File: config.mk
export PLATFORM = sky130hd
export DESIGN_NAME = presence_detect_moving_average_flat
export DESIGN_NICKNAME = d
export VERILOG_FILES = /design/src/rtl/core/pdma_pkg.sv /design/src/rtl/core/pdma_sample_if.sv /design/src/rtl/core/pdma_result_if.sv /design/src/rtl/core/pdma_cfg_regs.sv /design/src/rtl/core/pdma_avg.sv /design/src/rtl/core/pdma_detect.sv /design/src/rtl/core/presence_detect_moving_average.sv /design/src/flat_wrapper.sv
export SDC_FILE = /design/constraint.sdc
export NUM_CORES = 1
export LEC_CHECK = 0
export ABC_AREA = 1
export BUFFER_PORTS_ARGS = -buffer_cell sky130_fd_sc_hd__buf_2
export CAP_MARGIN = 5
export CORE_AREA = 5 5 189 191
export CTS_CLUSTER_SIZE = 28
export DETAILED_ROUTE_END_ITERATION = 10
export DIE_AREA = 0 0 194 196
export PLACE_DENSITY_LB_ADDON = 0.25
export SETUP_SLACK_MARGIN = 0.15
export SYNTH_ARGS = -nofsm -noshare
export SYNTH_HDL_FRONTEND = slang
export SYNTH_SLANG_ARGS = --single-unit
export TNS_END_PERCENT = 5
File: constraint.sdc
create_clock -name clk -period 7.9 [get_ports clk]
set_input_delay 1.185 -clock clk [delete_from_list [all_inputs] [get_ports clk]]
set_output_delay 1.185 -clock clk [all_outputs]
set_load 0.1 [all_outputs]
File: src/rtl/core/pdma_pkg.sv
// package: shared constants, config struct and event codes for the presence detector
`timescale 1ns / 1ps
package pdma_pkg;

	// default parameter values
	localparam int DEF_WINDOW      = 10;
	localparam int DEF_SAMPLE_BITS = 12;

	// register widths and reset values
	localparam int DELTA_W    = 12;
	localparam int TIMEOUT_W  = 16;
	localparam int CFG_DATA_W = 16;
	localparam int CFG_IDX_W  = 1;
	localparam int QUIET_W    = 16;

	localparam logic [DELTA_W-1:0]   DELTA_RESET   = 12'd500;
	localparam logic [TIMEOUT_W-1:0] TIMEOUT_RESET = 16'd40;

	typedef enum logic [CFG_IDX_W-1:0] {
		CFG_DELTA_THRESHOLD = 1'd0,
		CFG_TIMEOUT_SAMPLES = 1'd1
	} cfg_idx_t;

	typedef enum logic [1:0] {
		EV_NONE     = 2'd0,
		EV_OCCUPIED = 2'd1,
		EV_EMPTY    = 2'd2
	} event_t;

	typedef struct packed {
		logic [DELTA_W-1:0]   delta_threshold;
		logic [TIMEOUT_W-1:0] timeout_samples;
	} cfg_t;

endpackage

File: src/rtl/core/pdma_sample_if.sv
// interface: sample channel, valid/ready plus one converter reading
`timescale 1ns / 1ps
interface pdma_sample_if #(
	parameter int SAMPLE_BITS = pdma_pkg::DEF_SAMPLE_BITS
);
	logic                   valid;
	logic                   ready;
	logic [SAMPLE_BITS-1:0] sample_value;

	modport source (output valid, output sample_value, input ready);
	modport sink   (input valid, input sample_value, output ready);
endinterface

File: src/rtl/core/pdma_result_if.sv
// interface: result channel, valid/ready plus presence flag, event and mean
`timescale 1ns / 1ps
interface pdma_result_if #(
	parameter int SAMPLE_BITS = pdma_pkg::DEF_SAMPLE_BITS
);
	logic                   valid;
	logic                   ready;
	logic                   occupied;
	logic [1:0]             event_code;
	logic [SAMPLE_BITS-1:0] mean_value;

	modport source (output valid, output occupied, output event_code, output mean_value,
		input ready);
	modport sink   (input valid, input occupied, input event_code, input mean_value,
		output ready);
endinterface

File: src/rtl/core/pdma_cfg_regs.sv
// module: threshold and timeout registers behind the plain write port
`timescale 1ns / 1ps
module pdma_cfg_regs (
	input  logic                               clk,
	input  logic                               arst_n,
	input  logic                               cfg_we,
	input  logic [pdma_pkg::CFG_IDX_W-1:0]     cfg_index,
	input  logic [pdma_pkg::CFG_DATA_W-1:0]    cfg_data,
	output pdma_pkg::cfg_t                     cfg
);
	pdma_pkg::cfg_t cfg_q;

	always_ff @(posedge clk or negedge arst_n) begin
		if (!arst_n) begin
			cfg_q.delta_threshold <= pdma_pkg::DELTA_RESET;
			cfg_q.timeout_samples <= pdma_pkg::TIMEOUT_RESET;
		end else if (cfg_we) begin
			case (pdma_pkg::cfg_idx_t'(cfg_index))
				pdma_pkg::CFG_DELTA_THRESHOLD: begin
					cfg_q.delta_threshold <= cfg_data[pdma_pkg::DELTA_W-1:0];
				end
				pdma_pkg::CFG_TIMEOUT_SAMPLES: begin
					cfg_q.timeout_samples <= cfg_data[pdma_pkg::TIMEOUT_W-1:0];
				end
				default: begin
				end
			endcase
		end
	end

	assign cfg = cfg_q;
endmodule

File: src/rtl/core/pdma_avg.sv
// module: sample window, running total and mean by reciprocal multiply
`timescale 1ns / 1ps
module pdma_avg #(
	parameter int WINDOW      = pdma_pkg::DEF_WINDOW,
	parameter int SAMPLE_BITS = pdma_pkg::DEF_SAMPLE_BITS
) (
	input  logic                   clk,
	input  logic                   arst_n,
	pdma_sample_if.sink            samples,
	output logic                   out_valid,
	input  logic                   out_ready,
	output logic [SAMPLE_BITS-1:0] out_sample,
	output logic [SAMPLE_BITS-1:0] out_mean
);
	localparam int WIN_BITS = $clog2(WINDOW);
	localparam int TOTAL_W  = SAMPLE_BITS + WIN_BITS;
	localparam int SHIFT    = TOTAL_W + WIN_BITS;
	localparam int RECIP_W  = TOTAL_W + 1;
	localparam int PROD_W   = TOTAL_W + RECIP_W;
	// ceil(2^SHIFT / WINDOW): exact floor division for every total below 2^TOTAL_W
	localparam logic [RECIP_W-1:0] RECIP =
		RECIP_W'(((64'd1 << SHIFT) + 64'(WINDOW) - 64'd1) / 64'(WINDOW));

	logic                   valid_s1, valid_s2, valid_s3;
	logic [SAMPLE_BITS-1:0] sample_s1, sample_s2, sample_s3;
	logic [SAMPLE_BITS-1:0] mean_s3;
	logic [TOTAL_W-1:0]     total_q;
	logic [SAMPLE_BITS-1:0] ring_q [WINDOW];

	logic               adv1, adv2, adv3;
	logic [TOTAL_W-1:0] total_next;
	logic [PROD_W-1:0]  prod;

	assign adv3 = !valid_s3 || out_ready;
	assign adv2 = !valid_s2 || adv3;
	assign adv1 = !valid_s1 || adv2;
	assign samples.ready = adv1;

	// oldest entry leaves the total as the new one enters
	assign total_next = total_q - TOTAL_W'(ring_q[WINDOW-1]) + TOTAL_W'(sample_s1);
	assign prod       = PROD_W'(total_q) * PROD_W'(RECIP);

	always_ff @(posedge clk or negedge arst_n) begin
		if (!arst_n) begin
			valid_s1 <= 1'b0;
			valid_s2 <= 1'b0;
			valid_s3 <= 1'b0;
			total_q  <= '0;
			for (int k = 0; k < WINDOW; k++) begin
				ring_q[k] <= '0;
			end
		end else begin
			if (adv1) begin
				valid_s1 <= samples.valid;
			end
			if (adv2) begin
				valid_s2 <= valid_s1;
				if (valid_s1) begin
					total_q   <= total_next;
					ring_q[0] <= sample_s1;
					for (int k = 1; k < WINDOW; k++) begin
						ring_q[k] <= ring_q[k-1];
					end
				end
			end
			if (adv3) begin
				valid_s3 <= valid_s2;
			end
		end
	end

	always_ff @(posedge clk) begin
		if (adv1 && samples.valid) begin
			sample_s1 <= samples.sample_value;
		end
		if (adv2 && valid_s1) begin
			sample_s2 <= sample_s1;
		end
		if (adv3 && valid_s2) begin
			sample_s3 <= sample_s2;
			mean_s3   <= prod[SHIFT +: SAMPLE_BITS];
		end
	end

	assign out_valid  = valid_s3;
	assign out_sample = sample_s3;
	assign out_mean   = mean_s3;
endmodule

File: src/rtl/core/pdma_detect.sv
// module: deviation test, presence state, quiet counter and result register
`timescale 1ns / 1ps
module pdma_detect #(
	parameter int SAMPLE_BITS = pdma_pkg::DEF_SAMPLE_BITS
) (
	input  logic                   clk,
	input  logic                   arst_n,
	input  pdma_pkg::cfg_t         cfg,
	input  logic                   in_valid,
	output logic                   in_ready,
	input  logic [SAMPLE_BITS-1:0] in_sample,
	input  logic [SAMPLE_BITS-1:0] in_mean,
	pdma_result_if.source          results
);
	localparam int CMP_W = (SAMPLE_BITS > pdma_pkg::DELTA_W) ? SAMPLE_BITS : pdma_pkg::DELTA_W;

	logic                          valid_q;
	logic                          flag_q;
	logic [pdma_pkg::QUIET_W-1:0]  quiet_q;
	pdma_pkg::event_t              event_q;
	logic [SAMPLE_BITS-1:0]        mean_q;

	logic                          adv;
	logic [SAMPLE_BITS-1:0]        diff;
	logic                          deviates;
	logic [pdma_pkg::QUIET_W-1:0]  quiet_inc;
	logic                          timed_out;

	assign adv      = !valid_q || results.ready;
	assign in_ready = adv;

	assign diff      = (in_sample > in_mean) ? (in_sample - in_mean) : (in_mean - in_sample);
	assign deviates  = CMP_W'(diff) > CMP_W'(cfg.delta_threshold);
	// saturating count of quiet samples
	assign quiet_inc = (&quiet_q) ? quiet_q : quiet_q + 1'b1;
	assign timed_out = quiet_inc >= pdma_pkg::QUIET_W'(cfg.timeout_samples);

	always_ff @(posedge clk or negedge arst_n) begin
		if (!arst_n) begin
			valid_q <= 1'b0;
			flag_q  <= 1'b0;
			quiet_q <= '0;
			event_q <= pdma_pkg::EV_NONE;
		end else if (adv) begin
			valid_q <= in_valid;
			if (in_valid) begin
				event_q <= pdma_pkg::EV_NONE;
				if (deviates) begin
					quiet_q <= '0;
					if (!flag_q) begin
						flag_q  <= 1'b1;
						event_q <= pdma_pkg::EV_OCCUPIED;
					end
				end else begin
					quiet_q <= quiet_inc;
					if (flag_q && timed_out) begin
						flag_q  <= 1'b0;
						event_q <= pdma_pkg::EV_EMPTY;
					end
				end
			end
		end
	end

	always_ff @(posedge clk) begin
		if (adv && in_valid) begin
			mean_q <= in_mean;
		end
	end

	assign results.valid      = valid_q;
	assign results.occupied   = flag_q;
	assign results.event_code = event_q;
	assign results.mean_value = mean_q;
endmodule

File: src/rtl/core/presence_detect_moving_average.sv
// top level: moving-average presence detector with config registers
//
//   channel   dir  beat contents                            handshake
//   samples   in   sample_value                             valid/ready
//   results   out  occupied, event_code, mean_value         valid/ready
//   cfg       in   cfg_index, cfg_data                      cfg_we, no wait
//
// one sample per cycle sustained while results are taken; input, total, mean, result registers
// the running-total update (subtract oldest, add newest) is a registered loop; the
// reciprocal multiply for the mean has its own register stage
// reset clears the window to zero, the total, the presence flag and the quiet count,
// and loads threshold 500 and timeout 40; no clearing pass, ready right after reset
// a stalled result beat holds its register; earlier stages keep filling bubbles and
// sample ready drops only once every stage holds an item
`timescale 1ns / 1ps
module presence_detect_moving_average #(
	parameter int WINDOW      = pdma_pkg::DEF_WINDOW,
	parameter int SAMPLE_BITS = pdma_pkg::DEF_SAMPLE_BITS
) (
	input  logic                            clk,
	input  logic                            arst_n,
	// configuration write port
	input  logic                            cfg_we,
	input  logic [pdma_pkg::CFG_IDX_W-1:0]  cfg_index,
	input  logic [pdma_pkg::CFG_DATA_W-1:0] cfg_data,
	// data channels
	pdma_sample_if.sink                     samples,
	pdma_result_if.source                   results
);
	// threshold and timeout; the user must write them only while idle, the block does not enforce it
	pdma_pkg::cfg_t cfg;

	// averaging stages to decision stage
	logic                   avg_valid;
	logic                   avg_ready;
	logic [SAMPLE_BITS-1:0] avg_sample;
	logic [SAMPLE_BITS-1:0] avg_mean;

	pdma_cfg_regs u_cfg (
		.clk       (clk),
		.arst_n    (arst_n),
		.cfg_we    (cfg_we),
		.cfg_index (cfg_index),
		.cfg_data  (cfg_data),
		.cfg       (cfg)
	);

	// input register, window shift line with running total, mean multiply
	pdma_avg #(
		.WINDOW      (WINDOW),
		.SAMPLE_BITS (SAMPLE_BITS)
	) u_avg (
		.clk        (clk),
		.arst_n     (arst_n),
		.samples    (samples),
		.out_valid  (avg_valid),
		.out_ready  (avg_ready),
		.out_sample (avg_sample),
		.out_mean   (avg_mean)
	);

	// deviation compare, presence state and result register
	pdma_detect #(
		.SAMPLE_BITS (SAMPLE_BITS)
	) u_detect (
		.clk       (clk),
		.arst_n    (arst_n),
		.cfg       (cfg),
		.in_valid  (avg_valid),
		.in_ready  (avg_ready),
		.in_sample (avg_sample),
		.in_mean   (avg_mean),
		.results   (results)
	);
endmodule

File: src/flat_wrapper.sv
// flat-port wrapper written by rule: the top's interface ports become plain ports
module presence_detect_moving_average_flat 
#(
	parameter int WINDOW      = pdma_pkg::DEF_WINDOW,
	parameter int SAMPLE_BITS = pdma_pkg::DEF_SAMPLE_BITS
)
  (clk, arst_n, cfg_we, cfg_index, cfg_data, samples_valid, samples_sample_value, samples_ready, results_valid, results_occupied, results_event_code, results_mean_value, results_ready);
  pdma_sample_if #(.SAMPLE_BITS(SAMPLE_BITS)) samples_i ();
  pdma_result_if #(.SAMPLE_BITS(SAMPLE_BITS)) results_i ();
  input  logic clk;
  input  logic arst_n;
  input  logic cfg_we;
  input  logic [pdma_pkg::CFG_IDX_W-1:0] cfg_index;
  input  logic [pdma_pkg::CFG_DATA_W-1:0] cfg_data;
  input wire logic [$bits(samples_i.valid)-1:0] samples_valid;
  input wire logic [$bits(samples_i.sample_value)-1:0] samples_sample_value;
  output wire logic [$bits(samples_i.ready)-1:0] samples_ready;
  output wire logic [$bits(results_i.valid)-1:0] results_valid;
  output wire logic [$bits(results_i.occupied)-1:0] results_occupied;
  output wire logic [$bits(results_i.event_code)-1:0] results_event_code;
  output wire logic [$bits(results_i.mean_value)-1:0] results_mean_value;
  input wire logic [$bits(results_i.ready)-1:0] results_ready;
  assign samples_i.valid = samples_valid;
  assign samples_i.sample_value = samples_sample_value;
  assign samples_ready = samples_i.ready;
  assign results_valid = results_i.valid;
  assign results_occupied = results_i.occupied;
  assign results_event_code = results_i.event_code;
  assign results_mean_value = results_i.mean_value;
  assign results_i.ready = results_ready;
  presence_detect_moving_average #(.WINDOW(WINDOW), .SAMPLE_BITS(SAMPLE_BITS)) u_core (.clk(clk), .arst_n(arst_n), .cfg_we(cfg_we), .cfg_index(cfg_index), .cfg_data(cfg_data), .samples(samples_i), .results(results_i));
endmodule
After elaboration in Yosys (flattened, before gate mapping)
Index checks and enable logic that the tools add are counted.
{ "classes": {"add_sub_neg": 5, "n_mul": 1, "n_lt_le_gt_ge": 3, "muxes": 8, "bitwise_logic": 1, "reduce_logical": 20} }
{ "ops": {"columns": ["operator", "count"], "rows": [
  ["$mux 16", 2],
  ["$mul 16x16->31 const B", 1],
  ["$gt 12x12->1", 2],
  ["$sub 12x12->12", 2],
  ["$add 16x1->16 const B", 1],
  ["$add 16x12->16", 1],
  ["$ge 16x16->1", 1],
  ["$reduce_and 16->1", 1],
  ["$sub 16x12->16", 1],
  ["$mux 12", 1],
  ["$reduce_and 2->1", 4],
  ["$logic_and 1x1->1", 5],
  ["$logic_not 1->1", 4],
  ["$logic_or 1x1->1", 4],
  ["$mux 2", 2],
  ["$mux 1", 3],
  ["$reduce_and 3->1", 1],
  ["$reduce_bool 2->1", 1],
  ["$not 1->1", 1]
]} }
{ "totals": {"register_bits": 247, "input_bits": 34} }

Logic depth before layout (Yosys ltp)
{ "logic_depth": {"word_depth": 6, "depth_mapped": 26, "ltp_nobuf": 25} }

Hierarchy
From an unflattened synthesis, not the netlist that was laid out.
{ "hier_totals": {"cells_unflattened": 2144, "area_unflattened_um2": 17793.3} }
{ "modules_own_cells": {"columns": ["module", "n_inst", "cells_per_inst", "area_per_inst_um2", "seq_area_each_um2"], "rows": [
  ["pdma_avg", 1, 1451, 12923.6, 4919.7],
  ["pdma_detect", 1, 570, 3736.1, 860.8],
  ["pdma_cfg_regs", 1, 123, 1133.6, 710.7]
]} }

Worst setup path before layout
OpenSTA, ideal clock, no wires.
{ "synth_path": {"path_kind": "register to register", "startpoint": "register u_core.u_avg.total_q[4]", "endpoint": "register u_core.u_avg.mean_s3[9] (netlist: u_core.u_avg.out_mean[9]) (data pin)", "arrival_ns": 4.631, "required_time_ns": 7.648, "setup_slack_ns": 3.016, "path_stages_with_launch": 21, "n_path_buf": 0, "period_less_slack_ns": 4.884, "path_cell_list": "dfrtp_1 -> ha_1 -> xor2_1 -> ha_1 -> fa_1 -> inv_1 -> fa_1 -> inv_1 -> fa_1 -> inv_1 -> fa_1 -> inv_1 -> ha_1 -> a21oi_1 -> inv_1 -> a21oi_1 -> o21ai_0 -> a21oi_1 -> nand2_1 -> nand2_1 -> nand2_1"} }
{ "synth_between": {"elab_chain_len": 1} }
{ "synth_lines": {"columns": ["item", "line_no", "rtl"], "rows": [
  ["from (decl)", "pdma_avg.sv:27", "logic [TOTAL_W-1:0] total_q;"],
  ["from (signal assigned)", "pdma_avg.sv:59", "total_q <= total_next;"],
  ["$mul 16x16->31", "pdma_avg.sv:41", "assign prod = PROD_W'(total_q) * PROD_W'(RECIP);"],
  ["net u_core.u_avg.prod[29]", "pdma_avg.sv:32", "logic [PROD_W-1:0] prod;"],
  ["to (signal assigned)", "pdma_avg.sv:81", "mean_s3 <= prod[SHIFT +: SAMPLE_BITS];"],
  ["to (decl)", "pdma_avg.sv:26", "logic [SAMPLE_BITS-1:0] mean_s3;"]
]} }
The timed path passes the listed nets, and every way through them passes these cells.
A chain may end at the register's enable or synchronous reset.

Final worst setup path
Same ends and word-level chain as after synthesis.

==> flow_summary.json <==
{
  "status": "complete, no violations",
  "ys.flop_type": "dfrtp_1",
  "coreArea_um2": 33900,
  "ant_nets": 0,
  "place_hpwl_um": 32800,
  "timing.rr.start": "u_core.u_avg.total_q[4]",
  "setup_viol": 0,
  "pin_count": 51,
  "grt_max_degree": 113,
  "clkSlewWorstSetupHoldPaths_ns": 0.06,
  "diodes": 0,
  "fmax_ghz": 0.188,
  "port_buffers": 50,
  "grt_antenna_before_repair": 1,
  "clock_latency_ns": 0.55,
  "finalHoldViolCount": 0,
  "layout_commonest_cell": "nand2_1",
  "grt_pass1_wl_um": 67700,
  "yosysTopAreaCell": "dfrtp_1",
  "drive_gt1_share_pct": 5.77,
  "path_class": "flop to flop",
  "min_to": "u_core.u_avg.out_sample[2]",
  "syn_nets": 2457,
  "cts.sinks": 247,
  "reg2reg_to": "u_core.u_avg.out_mean[9]",
  "drv_cap": 0,
  "die_area_um2": 38000,
  "synthArstFlopShare_pct": 75.7,
  "synth-edff-count": 60,
  "arrival_ns": 5.61,
  "cts_buffers": 28,
  "ys_top_cells_by_area": "dfrtp_1, ha_1, nand2_1",
  "slew_viol_final": 0,
  "drt_iter0_markers": 724,
  "rsz0062_at_grt": "false",
  "r2r_cells": 20,
  "htree_levels": 1,
  "cp-end-kind": "flop",
  "crit_required_ns": 8.21,
  "final_cell_mix": "nand2_1, inv_1, ha_1",
  "cts-root-buf": "clkbuf_16",
  "vias": 13400,
  "hp-class": "flop to flop",
  "tritoncts": "built",
  "netlist.area_leader.share_pct": 25.3,
  "hold_start": "u_core.u_avg.sample_s2[2]",
  "viasPerCell": 5.03,
  "grt_pass1_vias": 13200,
  "ys_types": 44,
  "fin_worst_skew_ns": 0.0100,
  "die_y_um": 196,
  "overflow": 0,
  "setup_tns_ns": 0,
  "crit_fanout": 8,
  "hold_buffers": 0,
  "ys_seq_area_share_pct": 36.7,
  "synth-seq-cells": 247,
  "fin_nets": 2500,
  "chipWidth_um": 194,
  "synth_area_um2": 17700,
  "start_util_pct": 52.1,
  "fin_crit_ns": 5.31,
  "drc": 0,
  "max_slew.worst_pin.slew_ns": 1.18,
  "routedWlPerCell_um": 15.6,
  "area_delta_synth_final_pct": 8.87,
  "syn_inst": 2137,
  "startpoint_type": "flop",
  "hold_path_depth": 0,
  "fin_util_pct": 56.7,
  "cts_resized": 0,
  "reg2reg_slack_ns": 2.59,
  "grtUsageTotal_pct": 21.8,
  "n_fill_cell": 3101,
  "avgSynthCellArea_um2": 8.28,
  "maxSlewHeadroom_pct": 21.4,
  "ys.warnings.count": 0,
  "drt_wl_total_um": 41400,
  "first_pass_iters": 5,
  "gp_congestion": 0.900,
  "ctsLongestPathBuffers": 3,
  "rows": 68,
  "cts_setup_buffers": 0,
  "post-route-period-util_pct": 67.2
}
==> cells by family after synthesis <==
group / share of synthesized area, %
compound gates: 8.50
buf+inv: 11.7
xor+xnor: 1.63
fa+ha+maj: 24.2
simple gates: 17.3
flops: 36.7
==> flip-flops by register name, indices dropped and copies added, names as in the netlist, 2 cells and up <==
register                            cells
u_core.u_avg.out_mean                  12
u_core.u_detect.results.event_code      2
u_core.u_detect.quiet_q                16
u_core.u_avg.ring_q                   120
u_core.u_avg.out_sample                12
u_core.u_detect.results.mean_value     12
u_core.u_avg.total_q                   16
u_core.u_avg.sample_s1                 12
u_core.u_avg.sample_s2                 12
u_core.u_cfg.cfg                       28
==> Yosys cell counts (2+ instances only) <==
library cell    n
nand2_1       530
inv_1         487
ha_1          193
dfrtp_1       179
o21ai_0       176
fa_1           93
nor2_1         91
nand3_1        74
a21oi_1        67
edfxtp_1       60
xor2_1         27
buf_2          21
o21ai_1        20
nand4_1        19
clkbuf_1       13
nor3_1         10
dfstp_2         8
a21o_1          7
o21bai_1        7
xnor2_1         6
nor2_2          5
and2_1          4
buf_6           4
inv_2           4
nand2_2         4
a21boi_0        3
nor4_1          3
nand3b_1        2
nor2_4          2
o21a_1          2
o21ai_2         2
o22ai_1         2
==> worst max-delay path: stages (launching register included) <==
cell and delay [ns]:
dfrtp_1 0.50, ha_1 0.42, xor2_1 0.17, ha_1 0.32, fa_1 0.54, inv_1 0.05, fa_1 0.52, inv_1 0.05
fa_1 0.54, inv_1 0.06, fa_1 0.52, inv_1 0.04, ha_1 0.35, a21oi_1 0.21, inv_1 0.06, a21oi_1 0.16
o21ai_0 0.17, a21oi_1 0.20, nand2_1 0.07, nand2_1 0.05, nand2_1 0.05
==> routing by layer <==
layer | GRT usage (%) | up-vias | share of wire, %
li1 | - | 6707 | -
met1 | 29.7 | 6293 | 45
met2 | 36.1 | 278 | 47
met3 | 3.18 | 90 | 4.3
met4 | 7.32 | 2 | 3.7
met5 | 0 | - | 0.031
==> how the worst max path moves through the flow <==
stage,startpoint,endpoint,slack (ns)
global route,u_core.u_avg.total_q[5],u_core.u_avg.out_mean[9],2.24
global placement,u_core.u_avg.total_q[4],u_core.u_avg.out_mean[9],2.61
floorplan,u_core.u_avg.total_q[4],u_core.u_avg.out_mean[9],3.02
finish,u_core.u_avg.total_q[4],u_core.u_avg.out_mean[9],2.59
detailed placement,u_core.u_avg.total_q[4],u_core.u_avg.out_mean[9],2.58
CTS,u_core.u_avg.total_q[4],u_core.u_avg.out_mean[9],2.57
==> final cells by class <==
class                   count  area, um^2  share of cell area [%]
clock buffers              44         857                    4.45
clock inverters             7        70.1                   0.364
inverters                 491        1850                    9.58
multi-input cells        1358        9130                    47.4
flip-flops and latches    247        6490                    33.7
well taps                 455         569                    2.96
repair buffers             54         289                    1.50
==> through the flow <==
step,hold WS [ns],cells,area (um^2),setup WS (ns)
2_1_floorplan,0.400,2137,17700,3.02
3_3_place_gp,0.404,2605,18300,2.61
3_5_place_dp,0.413,2605,18300,2.58
4_1_cts,0.430,2656,19300,2.57
5_1_grt,0.436,2656,19300,2.24
6_report,0.427,2656,19300,2.59
Power is left out: the tool's default activity adds up to more than one toggle a clock period on the data nets, which glitch-free logic cannot reach.
